==> src/hmsc_pkg.sv <==
// Package with the shared types, constants and key table of the time-of-day clock.
package hmsc_pkg;

  typedef enum logic [2:0] {
    OP_TICK       = 3'd0,
    OP_HOUR_DIGIT = 3'd1,
    OP_MS_DIGIT   = 3'd2,
    OP_SET_HOURS  = 3'd3,
    OP_SET_MIN    = 3'd4,
    OP_SET_SEC    = 3'd5,
    OP_CLEAR      = 3'd6
  } op_t;

  localparam logic [5:0] HOURS_RESET   = 6'd19;
  localparam logic [5:0] MINUTES_RESET = 6'd10;
  localparam logic [5:0] SECONDS_RESET = 6'd22;
  localparam logic [5:0] LAST_SEC_MIN  = 6'd59;
  localparam logic [5:0] SEC_PER_MIN   = 6'd60;
  localparam logic [5:0] HOURS_PER_DAY = 6'd24;

  typedef enum logic [1:0] {
    POS_FIRST  = 2'd0,
    POS_SECOND = 2'd1,
    POS_FULL   = 2'd2
  } pos_t;

  typedef struct packed {
    logic [5:0] hours;
    logic [5:0] minutes;
    logic [5:0] seconds;
    logic       key_accepted;
    logic       entry_complete;
  } res_t;

  function automatic logic [3:0] key_digit(input logic [3:0] key);
    logic [3:0] d;
    case (key)
      4'd0:    d = 4'd1;
      4'd1:    d = 4'd2;
      4'd2:    d = 4'd3;
      4'd4:    d = 4'd4;
      4'd5:    d = 4'd5;
      4'd6:    d = 4'd6;
      4'd8:    d = 4'd7;
      4'd9:    d = 4'd8;
      4'd10:   d = 4'd9;
      default: d = 4'd0;
    endcase
    return d;
  endfunction

endpackage

==> src/hms_clock_with_digit_entry.sv <==
// Top level of the time-of-day clock with two-digit keypad entry.
//
// Each input request carries an operation in in_tuser and a keypad key in
// in_tdata. Ticks advance the clock by one second, digit operations fill a
// two-digit entry buffer, commits load the buffer into hours, minutes or
// seconds, and a clear empties the buffer.
// Every accepted request gives exactly one result on the out_ channel with
// the clock after the request and two status flags.
// The single result register shows the result in the cycle after acceptance, and
// a new request can be accepted in every cycle unless a held result is stalled.
// While the receiver stalls, the result register holds its value and
// in_tready stays high only if the waiting result is taken in that cycle.
// A synchronous reset sets the clock to 19:10:22, empties the entry buffer
// and drops out_tvalid.
module hms_clock_with_digit_entry (
  input  logic        clk,
  input  logic        rst_n,
  input  logic        in_tvalid,
  output logic        in_tready,
  input  logic [7:0]  in_tdata,   // key[3:0], zero fill
  input  logic [2:0]  in_tuser,   // op[2:0]
  output logic        out_tvalid,
  input  logic        out_tready,
  output logic [23:0] out_tdata   // hours_now, minutes_now, seconds_now,
                                  // key_accepted, entry_complete, zero fill
);
  import hmsc_pkg::*;

  logic fire;
  res_t step_res;
  res_t out_res;

  assign in_tready = !out_tvalid || out_tready;
  assign fire      = in_tvalid && in_tready;

  hmsc_core u_core (
    .clk   (clk),
    .rst_n (rst_n),
    .fire  (fire),
    .op    (in_tuser),
    .key   (in_tdata[3:0]),
    .res   (step_res)
  );

  hmsc_out_reg u_out (
    .clk     (clk),
    .rst_n   (rst_n),
    .load    (fire),
    .res_in  (step_res),
    .take    (out_tready),
    .valid   (out_tvalid),
    .res_out (out_res)
  );

  assign out_tdata = {4'd0, out_res.entry_complete, out_res.key_accepted,
                      out_res.seconds, out_res.minutes, out_res.hours};

`ifndef SYNTH
  a_tick_no_key: assert property (@(posedge clk) disable iff (!rst_n)
    (fire && (in_tuser == OP_TICK)) |=> (out_tvalid && !out_tdata[18]))
    else $error("tick request reported an accepted key");

  a_ready_stall: assert property (@(posedge clk) disable iff (!rst_n)
    !in_tready |-> (out_tvalid && !out_tready))
    else $error("input stalled without a waiting result");

  a_sec_range: assert property (@(posedge clk) disable iff (!rst_n)
    out_tvalid |-> (out_tdata[17:12] <= LAST_SEC_MIN))
    else $error("seconds out of range");

  a_accept_after_clear: assert property (@(posedge clk) disable iff (!rst_n)
    (fire && (in_tuser == OP_CLEAR)) |=> (out_tvalid && !out_tdata[19]))
    else $error("entry complete right after clear");
`endif

endmodule

==> src/hmsc_core.sv <==
// Clock and entry-buffer state with the update logic for one request.
module hmsc_core (
  input  logic                clk,
  input  logic                rst_n,
  input  logic                fire,
  input  logic [2:0]          op,
  input  logic [3:0]          key,
  output hmsc_pkg::res_t      res
);
  import hmsc_pkg::*;

  logic [5:0] hours_r, hours_nxt;
  logic [5:0] minutes_r, minutes_nxt;
  logic [5:0] seconds_r, seconds_nxt;
  logic [3:0] dig0_r, dig0_nxt;
  logic [3:0] dig1_r, dig1_nxt;
  logic [1:0] pos_r, pos_nxt;
  logic       ok;
  logic [3:0] d;
  logic       sec_wrap;
  logic       min_wrap;
  logic [6:0] sec_sum;
  logic [6:0] min_sum;
  logic [6:0] hour_sum;
  logic [7:0] entry_val;

  assign d         = key_digit(key);
  assign entry_val = 8'(dig0_r) * 8'd10 + 8'(dig1_r);
  assign sec_wrap  = (seconds_r == LAST_SEC_MIN);
  assign min_wrap  = sec_wrap && (minutes_r == LAST_SEC_MIN);
  assign sec_sum   = 7'(seconds_r) + 7'd1;
  assign min_sum   = 7'(minutes_r) + 7'(sec_wrap);
  assign hour_sum  = 7'(hours_r) + 7'(min_wrap);

  always_comb begin
    hours_nxt   = hours_r;
    minutes_nxt = minutes_r;
    seconds_nxt = seconds_r;
    dig0_nxt    = dig0_r;
    dig1_nxt    = dig1_r;
    pos_nxt     = pos_r;
    ok          = 1'b0;
    case (op_t'(op))
      OP_TICK: begin
        seconds_nxt = (sec_sum >= 7'(SEC_PER_MIN)) ? 6'(sec_sum - 7'(SEC_PER_MIN))
                                                   : sec_sum[5:0];
        minutes_nxt = (min_sum >= 7'(SEC_PER_MIN)) ? 6'(min_sum - 7'(SEC_PER_MIN))
                                                   : min_sum[5:0];
        if (hour_sum >= 7'(2 * HOURS_PER_DAY)) begin
          hours_nxt = 6'(hour_sum - 7'(2 * HOURS_PER_DAY));
        end else if (hour_sum >= 7'(HOURS_PER_DAY)) begin
          hours_nxt = 6'(hour_sum - 7'(HOURS_PER_DAY));
        end else begin
          hours_nxt = hour_sum[5:0];
        end
      end
      OP_HOUR_DIGIT, OP_MS_DIGIT: begin
        if (pos_r == POS_FIRST) begin
          ok = (op_t'(op) == OP_HOUR_DIGIT) ? (d < 4'd3) : (d < 4'd6);
        end else if (pos_r == POS_SECOND) begin
          ok = (op_t'(op) == OP_HOUR_DIGIT)
             ? ((dig0_r < 4'd2) || ((dig0_r == 4'd2) && (d < 4'd4))) : 1'b1;
        end
        if (ok) begin
          if (pos_r == POS_FIRST) begin
            dig0_nxt = d;
          end else begin
            dig1_nxt = d;
          end
          pos_nxt = pos_r + 2'd1;
        end
      end
      OP_SET_HOURS: hours_nxt   = entry_val[5:0];
      OP_SET_MIN:   minutes_nxt = entry_val[5:0];
      OP_SET_SEC:   seconds_nxt = entry_val[5:0];
      OP_CLEAR: begin
        dig0_nxt = 4'd0;
        dig1_nxt = 4'd0;
        pos_nxt  = POS_FIRST;
      end
      default: ;
    endcase
  end

  always_ff @(posedge clk) begin
    if (!rst_n) begin
      hours_r   <= HOURS_RESET;
      minutes_r <= MINUTES_RESET;
      seconds_r <= SECONDS_RESET;
      dig0_r    <= 4'd0;
      dig1_r    <= 4'd0;
      pos_r     <= POS_FIRST;
    end else if (fire) begin
      hours_r   <= hours_nxt;
      minutes_r <= minutes_nxt;
      seconds_r <= seconds_nxt;
      dig0_r    <= dig0_nxt;
      dig1_r    <= dig1_nxt;
      pos_r     <= pos_nxt;
    end
  end

  assign res.hours          = hours_nxt;
  assign res.minutes        = minutes_nxt;
  assign res.seconds        = seconds_nxt;
  assign res.key_accepted   = ok;
  assign res.entry_complete = (pos_nxt == POS_FULL);

endmodule

==> src/hmsc_out_reg.sv <==
// Result register that holds one result until the receiver takes it.
module hmsc_out_reg (
  input  logic           clk,
  input  logic           rst_n,
  input  logic           load,
  input  hmsc_pkg::res_t res_in,
  input  logic           take,
  output logic           valid,
  output hmsc_pkg::res_t res_out
);
  import hmsc_pkg::*;

  logic valid_r;
  res_t res_r;

  always_ff @(posedge clk) begin
    if (!rst_n) begin
      valid_r <= 1'b0;
    end else if (load) begin
      valid_r <= 1'b1;
    end else if (take) begin
      valid_r <= 1'b0;
    end
  end

  always_ff @(posedge clk) begin
    if (load) begin
      res_r <= res_in;
    end
  end

  assign valid   = valid_r;
  assign res_out = res_r;

endmodule

==> config.mk <==
export PLATFORM = sky130hd
export DESIGN_NAME = hms_clock_with_digit_entry
export DESIGN_NICKNAME = d
export VERILOG_FILES = /design/src/hmsc_pkg.sv /design/src/hms_clock_with_digit_entry.sv /design/src/hmsc_core.sv /design/src/hmsc_out_reg.sv
export SDC_FILE = /design/constraint.sdc
export NUM_CORES = 1
export LEC_CHECK = 0
export BUFFER_PORTS_ARGS = -buffer_cell sky130_fd_sc_hd__buf_2
export CORE_MARGIN = 2
export CORE_UTILIZATION = 40
export DETAILED_ROUTE_END_ITERATION = 6
export PLACE_DENSITY = 0.59
export SYNTH_ARGS = -nofsm -noshare
export SYNTH_HDL_FRONTEND = slang
export SYNTH_SLANG_ARGS = --single-unit
==> constraint.sdc <==
create_clock -name clk -period 5.05 [get_ports clk]
set_clock_uncertainty 0.1 [all_clocks]
set_input_delay 1.01 -clock clk [delete_from_list [all_inputs] [get_ports clk]]
set_output_delay 1.01 -clock clk [all_outputs]
set_load 0.02 [all_outputs]
# Word level (Yosys, flattened, before mapping)
# Memory sizes are Yosys's and may differ from the RTL's.
# Cells that the tools add are included.
[word_totals] register_bits=49 romBits=64 inputBits=15 output_inout_bits=26 n_memories=1
[memory_table] memory="(no name shown)" words=16 width=4 rd=1 rd_clocked_by_memory_dff=0 wr=0 line="hmsc_pkg.sv:37" source="case (key)"
[op_classes] n_addsub=9 mul=1 n_lt_le_gt_ge=8 n_eq_ne=14 muxes=22 reduce_logical=13
[ops] cell="case mux 6 bit (2 select lines)" n=3
[ops] cell="2-to-1 mux 6 bit" n=4
[ops] cell=">= comparator 7 x 6 -> 1 bit, second input constant" n=3
[ops] cell="subtractor 6 bit, second input constant" n=3
[ops] cell="2-to-1 mux 4 bit" n=4
[ops] cell="case mux 4 bit (2 select lines)" n=2
[ops] cell="adder 6 x 1 -> 7 bit" n=2
[ops] cell="equality test 6 bit, second input constant" n=2
[ops] cell="equality test 3 bit, second input constant" n=3
[ops] cell="less-than comparator 4 x 2 -> 1 bit, second input constant" n=2
[ops] cell="less-than comparator 4 x 3 -> 1 bit, second input constant" n=2
[ops] cell="AND reduction 4 bit" n=2
[ops] cell="adder 6 x 1 -> 7 bit, second input constant" n=1
[ops] cell=">= comparator 7 x 5 -> 1 bit, second input constant" n=1
[ops] cell="2-to-1 mux 1 bit" n=7
[ops] cell="adder 6 x 4 -> 6 bit" n=1
[ops] cell="equality test 3 x 2 -> 1 bit, second input constant" n=2
[ops] cell="subtractor 6 x 5 -> 6 bit, second input constant" n=1
[ops] cell="multiplier 4 x 3 -> 5 bit, second input constant" n=1
[ops] cell="equality test 4 x 2 -> 1 bit, second input constant" n=1
[ops] cell="!= test 2 x 1 -> 1 bit, second input constant" n=2
[ops] cell="case mux 2 bit (2 select lines)" n=1
[ops] cell="nonzero test 2 bit" n=2
[ops] cell="equality test 3 x 1 -> 1 bit, second input constant" n=1
[ops] cell="other kinds (11)" n=14

# Depth between registers and ports, before layout
# Gate-level depths: netlist of run 1.
# An unclocked memory read counts as a cell.
[logic_depth] depth_word=11 depth_mapped=13 mapped_depth_nobuf=13

# Cells and area by module
# A second synthesis of run 1 with hierarchy kept.
[hier_totals] hier_cells=434 hier_area_um2=3606.0
[modules_own_cells] module="hmsc_core" instances=1 cells_each=404 area_each_um2=2907.8
[modules_own_cells] module="hmsc_out_reg" instances=1 cells_each=23 area_each_um2=641.9
[modules_own_cells] module="hms_clock_with_digit_entry" instances=1 cells_each=7 area_each_um2=56.3

# Worst setup path after synthesis of run 1
# Ideal clock, no wire load.
[synth_timing] path_kind="register to register" start="register u_core.seconds_r[0]" end="register u_core.hours_r[5]" setup_time_ns=0.115 arrival_time_ns=3.124 setup_slack_ns=1.710 path_stages_with_launch=14 n_path_buf=1 synth_period_minus_slack_ns=3.340 path_cell_list="dfxtp_1 ha_1 nand4_1 nor4_1 ha_1 and4_1 clkbuf_1 xnor2_1 ha_1 inv_1 o41ai_2 mux2i_1 nand3_1 o21ba_2"
[synth_rtl] item="start: declaration" line="hmsc_core.sv:14" source="logic [5:0] seconds_r, seconds_nxt;"
[synth_rtl] item="start signal: assignment" line="hmsc_core.sv:96" source="seconds_r <= seconds_nxt;"
[synth_rtl] item="end signal: assignment" line="hmsc_core.sv:94" source="hours_r <= hours_nxt;"
[synth_rtl] item="end: declaration" line="hmsc_core.sv:12" source="logic [5:0] hours_r, hours_nxt;"

==> results of run 1 <==
flip-flops by register name, indices dropped and copies added (netlist names):
name and count:
u_core.minutes_r 6, u_core.pos_r 2, u_core.dig1_r 4, u_core.hours_r 6, u_core.dig0_r 4, u_core.seconds_r 6
u_out.valid 1, u_out.res_out 20
layer usage:
metal / wire length, um / track usage (%)
met5: 0 / 0
met3: 362 / 2.53
met4: 50 / 6.07
met2: 3890 / 28.5
met1: 3870 / 24.7
cells in the mapped netlist, types with 4 or more instances:
cell type	number	area share, %
a211oi_1	5	1.1
a21oi_1	23	3.3
a31oi_1	6	1.1
and2_1	5	0.91
buf_2	9	1.3
buf_4	5	1.1
clkbuf_1	10	1.1
dfxtp_1	29	17
edfxtp_1	20	17
ha_1	21	7.6
inv_1	16	1.7
mux2i_1	5	1.5
nand2_1	41	4.5
nand2b_1	7	1.3
nand3_1	21	3.1
nand4_1	5	0.91
nor2_1	25	2.7
nor3_1	10	1.5
o211ai_1	4	0.87
o21a_1	5	1.1
o21ai_0	12	1.7
o21ai_1	8	1.2
o21ba_2	4	1.2
o22ai_1	7	1.3
or3_1	4	0.73
xnor2_1	11	2.8
xor2_1	6	1.5
worst max-delay path, stage by stage (launching register included):
cell and delay, ns:
dfxtp_1 0.45, ha_1 0.32, nand4_1 0.22, nor4_1 0.58, ha_1 0.37, nand4_1 0.14
or3_1 0.36, nand2_1 0.08, ha_1 0.15, inv_1 0.05, o41ai_2 0.55, mux2i_1 0.26
nand3_1 0.11, o21ba_2 0.20
kinds of logic (layout without fill, tap and decap cells):
group           count (synthesis)  after routing  synth area share (%)
fa+ha+maj                      22             22                  8.21
mux                             6              6                  1.78
flops                          49             49                  34.3
xor+xnor                       17             17                  4.32
buf+inv                        42             60                  5.45
simple gates                  148            148                  23.2
compound gates                109            109                  22.7
other cells                     1              4                 0.109
path summary, 6_finish.rpt:
check	cells after the start	start	end	slack, ns
max reg2reg	13	u_core.seconds_r[0]	u_core.hours_r[5]	1.02
min	2	u_core.dig0_r[3]	u_core.dig0_r[3]	0.38
max	13	u_core.seconds_r[0]	u_core.hours_r[5]	1.02
min reg2reg	2	u_core.dig0_r[3]	u_core.dig0_r[3]	0.38
layout make-up:
class / count / area share [%]
multi-input combinational: 306 / 55.2
sequential: 49 / 31.2
timing repair buffer: 35 / 4.83
tap: 105 / 3.48
clock buffer: 5 / 1.82
clock inverter: 3 / 1.72
inverter: 17 / 1.69
stage by stage:
step | cell area [um^2] | worst slack (ns)
4_1_cts | 3780 | 1.07
2_1_floorplan | 3460 | 1.71
3_5_place_dp | 3650 | 1.10
3_3_place_gp | 3650 | 1.18
6_report | 3780 | 1.02
5_1_grt | 3780 | 0.726
where the power goes:
group	switching (W)	internal, W	leakage, nW	total [W]
Sequential	0.0000226	0.000438	0.430	0.000461
Combinational	0.000117	0.0000672	0.969	0.000185
Clock	0.000140	0.000197	0.0681	0.000337
==> out/qor.csv, run 1 <==
metric;value;unit
boundaryPins;41;
ir_worst_vdd;0.000115;V
coreArea;8300;um^2
syn_to_final_growth;9.73;%
cts-resized-gates;0;
cts_buffer_depth;2;
ys_warn_count;0;
crit_fanout;7;
fin_tns_setup;0;ns
finalHoldViolCount;0;
diodes;0;
fin_util;45.5;%
grt_max_degree;21;
p_leak;1.47;nW
max_clock_freq;248;MHz
h-tree-depth;2;
rsz0062_at_grt;false;
holdBufCountCts;0;
io_buffers;32;
dr.first_iter.drc_count;96;
grt.overflow.total;0;
ys.flop_type;dfxtp_1;
clk_pin_slew;0.10;ns
antenna_found_initial;0;
route.vias.total;2987;
ys_seq_area_share;34.3;%
slew_headroom;46.1;%
cts_buffers;5;
min_period;4.03;ns
dp.cells;512;
hold_class;flop to flop;
die_h;96.8;um
worstSetupEndpointType;flop;
synth_edf_count;20;
final_cell_mix;nand2_1, buf_2, dfxtp_1;
critPathRequiredTime;5.16;ns
row_count;33;
setup_viol;0;
postCtsSetupBuffers;0;
fill_cells;802;
drc;0;
grtUsageTotal;17.8;%
synthCells;394;
final_common_cell;nand2_1;
grt_pass1_vias;2832;
die_x;96.8;um
hold_ws;0.379;ns
floorplan.initialDensity;41.5;%
slew_violations;0;
ant_nets;0;
syn_area;3440;um^2
clock_latency;0.31;ns
multiInputGateArea;2090;um^2
ys_ff_latch;49;
synth_cell_types;74;
avgRoutedWirePerCell;15.7;um
cts_root_buf;clkbuf_8;
grt_pass1_wl;13900;um
power;0.000983;W
async_flop_share;0;%
maxCapViolCount;0;
outcome;completed;
seq_area;1180;um^2
setup.worst_path.class;flop to flop;
tightest_slew;0.805;ns
dieArea;9370;um^2
instances_no_fill;520;
final_net_count;451;
startpoint_type;flop;
dp_hpwl;5850;um
power.density;260;nW/um^2
cts_num_sinks;49;
crit_arrival;4.14;ns
routed_wl;8170;um
via_per_inst;5.74;
drive_gt1_share;15.7;%
syn_avg_cell_area;8.74;um^2
drt_pass1_iterations;4;
fin_crit_sh;79.9;%
gp_congestion;0.832;
tritoncts;yes;
Note: power is estimated with default switching activity, not from simulation.
==> run 2, diff against run 1 <==
==> constraint.sdc (replaced) <==
create_clock -name clk -period 4.1 [get_ports clk]
set_clock_uncertainty 0.1 [all_clocks]
set_input_delay 0.82 -clock clk [delete_from_list [all_inputs] [get_ports clk]]
set_output_delay 0.82 -clock clk [all_outputs]
set_load 0.02 [all_outputs]
==> run 2 against run 1 <==
Net effect: final cell count grew 0.19%; first-iteration DRC count grew 36%; highest routed layer unchanged; combinational power up 24%; die area stayed put; worst hold slack gained 0.0079 ns; sequential cell count stayed put; critical path type unchanged; critical path depth stayed put; routed wire length rose by 0.50%; clock power increased by 2%; global-route usage shrank 0.42 points.
==> out/qor.csv, run 2 (same netlist as run 1, synthesis figures left out) <==
metric;value;unit;change
rsz0062_at_grt;false;;
clock_latency;0.30;ns;about the same
grt.overflow.total;0;;unchanged
cp_cell_sequence;ha_1, nand4_1, nor4_1, buf_4, ha_1, and4_1, xnor2_1, ha_1, inv_1, o41ai_4, nor4_1, a21oi_1, nand3_1;;
final_net_count;452;;+0.22%
die_h;96.8;um;unchanged
power.density;302;nW/um^2;+16%
cts-resized-gates;0;;unchanged
cp_common_cell;ha_1;;
reg2reg_setup_slack;0.29;ns;-0.72 ns
dp_hpwl;5850;um;about the same
max_clock_freq;263;MHz;+6.0%
slew_violations;0;;unchanged
final_cell_mix;nand2_1, buf_2, dfxtp_1;;
startpoint_type;flop;;
setup.worst_path.class;flop to flop;;
routed_wl;8210;um;+0.50%
met2_length;3900;um;+0.33%
drt_pass1_iterations;4;;unchanged
clk_pin_slew;0.09;ns;about the same
ir_worst_vdd;0.000235;V;+100%
die_x;96.8;um;unchanged
dr.first_iter.drc_count;131;;+36%
syn_to_final_growth;9.48;%;
grt_pass1_vias;2771;;-2.2%
grt_pass1_wl;13600;um;-2.1%
io_buffers;32;;unchanged
tritoncts;yes;;
p_leak;1.47;nW;+0.43%
boundaryPins;41;;unchanged
holdBufCountCts;0;;unchanged
setup_viol;0;;unchanged
avgRoutedWirePerCell;15.8;um;+0.31%
max_stage_delay;0.46;ns;-0.12 ns
cts_buffer_depth;2;;unchanged
h-tree-depth;2;;unchanged
top_layer_used;met4;;
slew_headroom;60.1;%;+14 points
finalHoldViolCount;0;;unchanged
cts_root_buf;clkbuf_8;;
crit_arrival;3.76;ns;-0.38 ns
critPathRequiredTime;4.05;ns;-1.11 ns
final_common_cell;nand2_1;;
min_period;3.81;ns;-0.228 ns
wl_met3;403;um;+11%
antenna_found_initial;0;;unchanged
cp_slowest_cell;o41ai_4;;
outcome;completed;;
drive_gt1_share;15.4;%;-0.28 points
maxCapViolCount;0;;unchanged
grt_max_degree;28;;+33%
floorplan.initialDensity;41.5;%;unchanged
worstSetupEndpointType;flop;;
ant_nets;0;;unchanged
grtUsageTotal;17.4;%;-0.42 points
crit_fanout;7;;unchanged
drc;0;;unchanged
route.vias.total;2952;;-1.2%
fin_tns_setup;0;ns;unchanged
cts_buffers;5;;unchanged
gp_congestion;0.848;;+2.0%
met1Wirelength;3840;um;-0.70%
fin_crit_sh;92.8;%;+13 points
coreArea;8300;um^2;unchanged
tightest_slew;0.594;ns;-0.211 ns
hold_class;flop to flop;;
hold_ws;0.387;ns;+0.00792 ns
dieArea;9370;um^2;unchanged
diodes;0;;unchanged
via_per_inst;5.67;;-1.4%
postCtsSetupBuffers;0;;unchanged
largest_reg_flops;20;;unchanged
row_count;33;;unchanged
cts_num_sinks;49;;unchanged
==> run 2: area by class of cell <==
type                       instances  area [um^2]
inverter                          17         63.8
tap                              105          131
fill                             801         4530
timing repair buffer              36          190
clock buffer                       6         72.6
clock inverter                     2         33.8
multi-input combinational        306         2100
sequential                        49         1180
==> run 2: worst max-delay path: cells and delay by family (launching register included) <==
family,cells,cell delay [ns]
buffers and inverters,2,0.25
adders and majority gates,3,0.76
AOI/OAI and AO/OA,2,0.67
and+or+nand+nor,5,1.13
xor gates and xnor gates,1,0.19
DFF,1,0.44
==> run 2: per-stage QoR <==
stage	instances	power [W]	instance area [um^2]	utilization (%)	setup WS, ns
6_report	521	0.00114	3770	45.4	0.294
3_3_place_gp	513	0.000802	3650	44.0	0.320
3_5_place_dp	513	0.000805	3650	44.0	0.254
4_1_cts	521	0.00115	3760	45.3	0.226
5_1_grt	521	0.00120	3770	45.4	0.0153
2_1_floorplan	397	0.000747	3460	-	0.760
==> run 2: layer usage <==
metal	global-route usage, %	up-vias
met5	0	-
met4	3.25	0
met3	2.96	6
met2	29.5	70
met1	23.5	1386
li1	-	1490
==> run 2: worst paths after layout <==
| path | end | startpoint | depth (start not counted) |
|---|---|---|---|
| setup / recovery | u_out.res_out[18] | u_core.seconds_r[0] | 13 |
| hold / removal | u_core.pos_r[1] | u_core.pos_r[1] | 2 |
| setup reg to reg | u_out.res_out[18] | u_core.seconds_r[0] | 13 |
| hold reg to reg | u_core.pos_r[1] | u_core.pos_r[1] | 2 |
==> run 2: power breakdown <==
part | internal, W | switching, W | total, W
Combinational | 0.0000832 | 0.000146 | 0.000229
Sequential | 0.000540 | 0.0000282 | 0.000568
Clock | 0.000180 | 0.000162 | 0.000343
Total | 0.000803 | 0.000336 | 0.00114
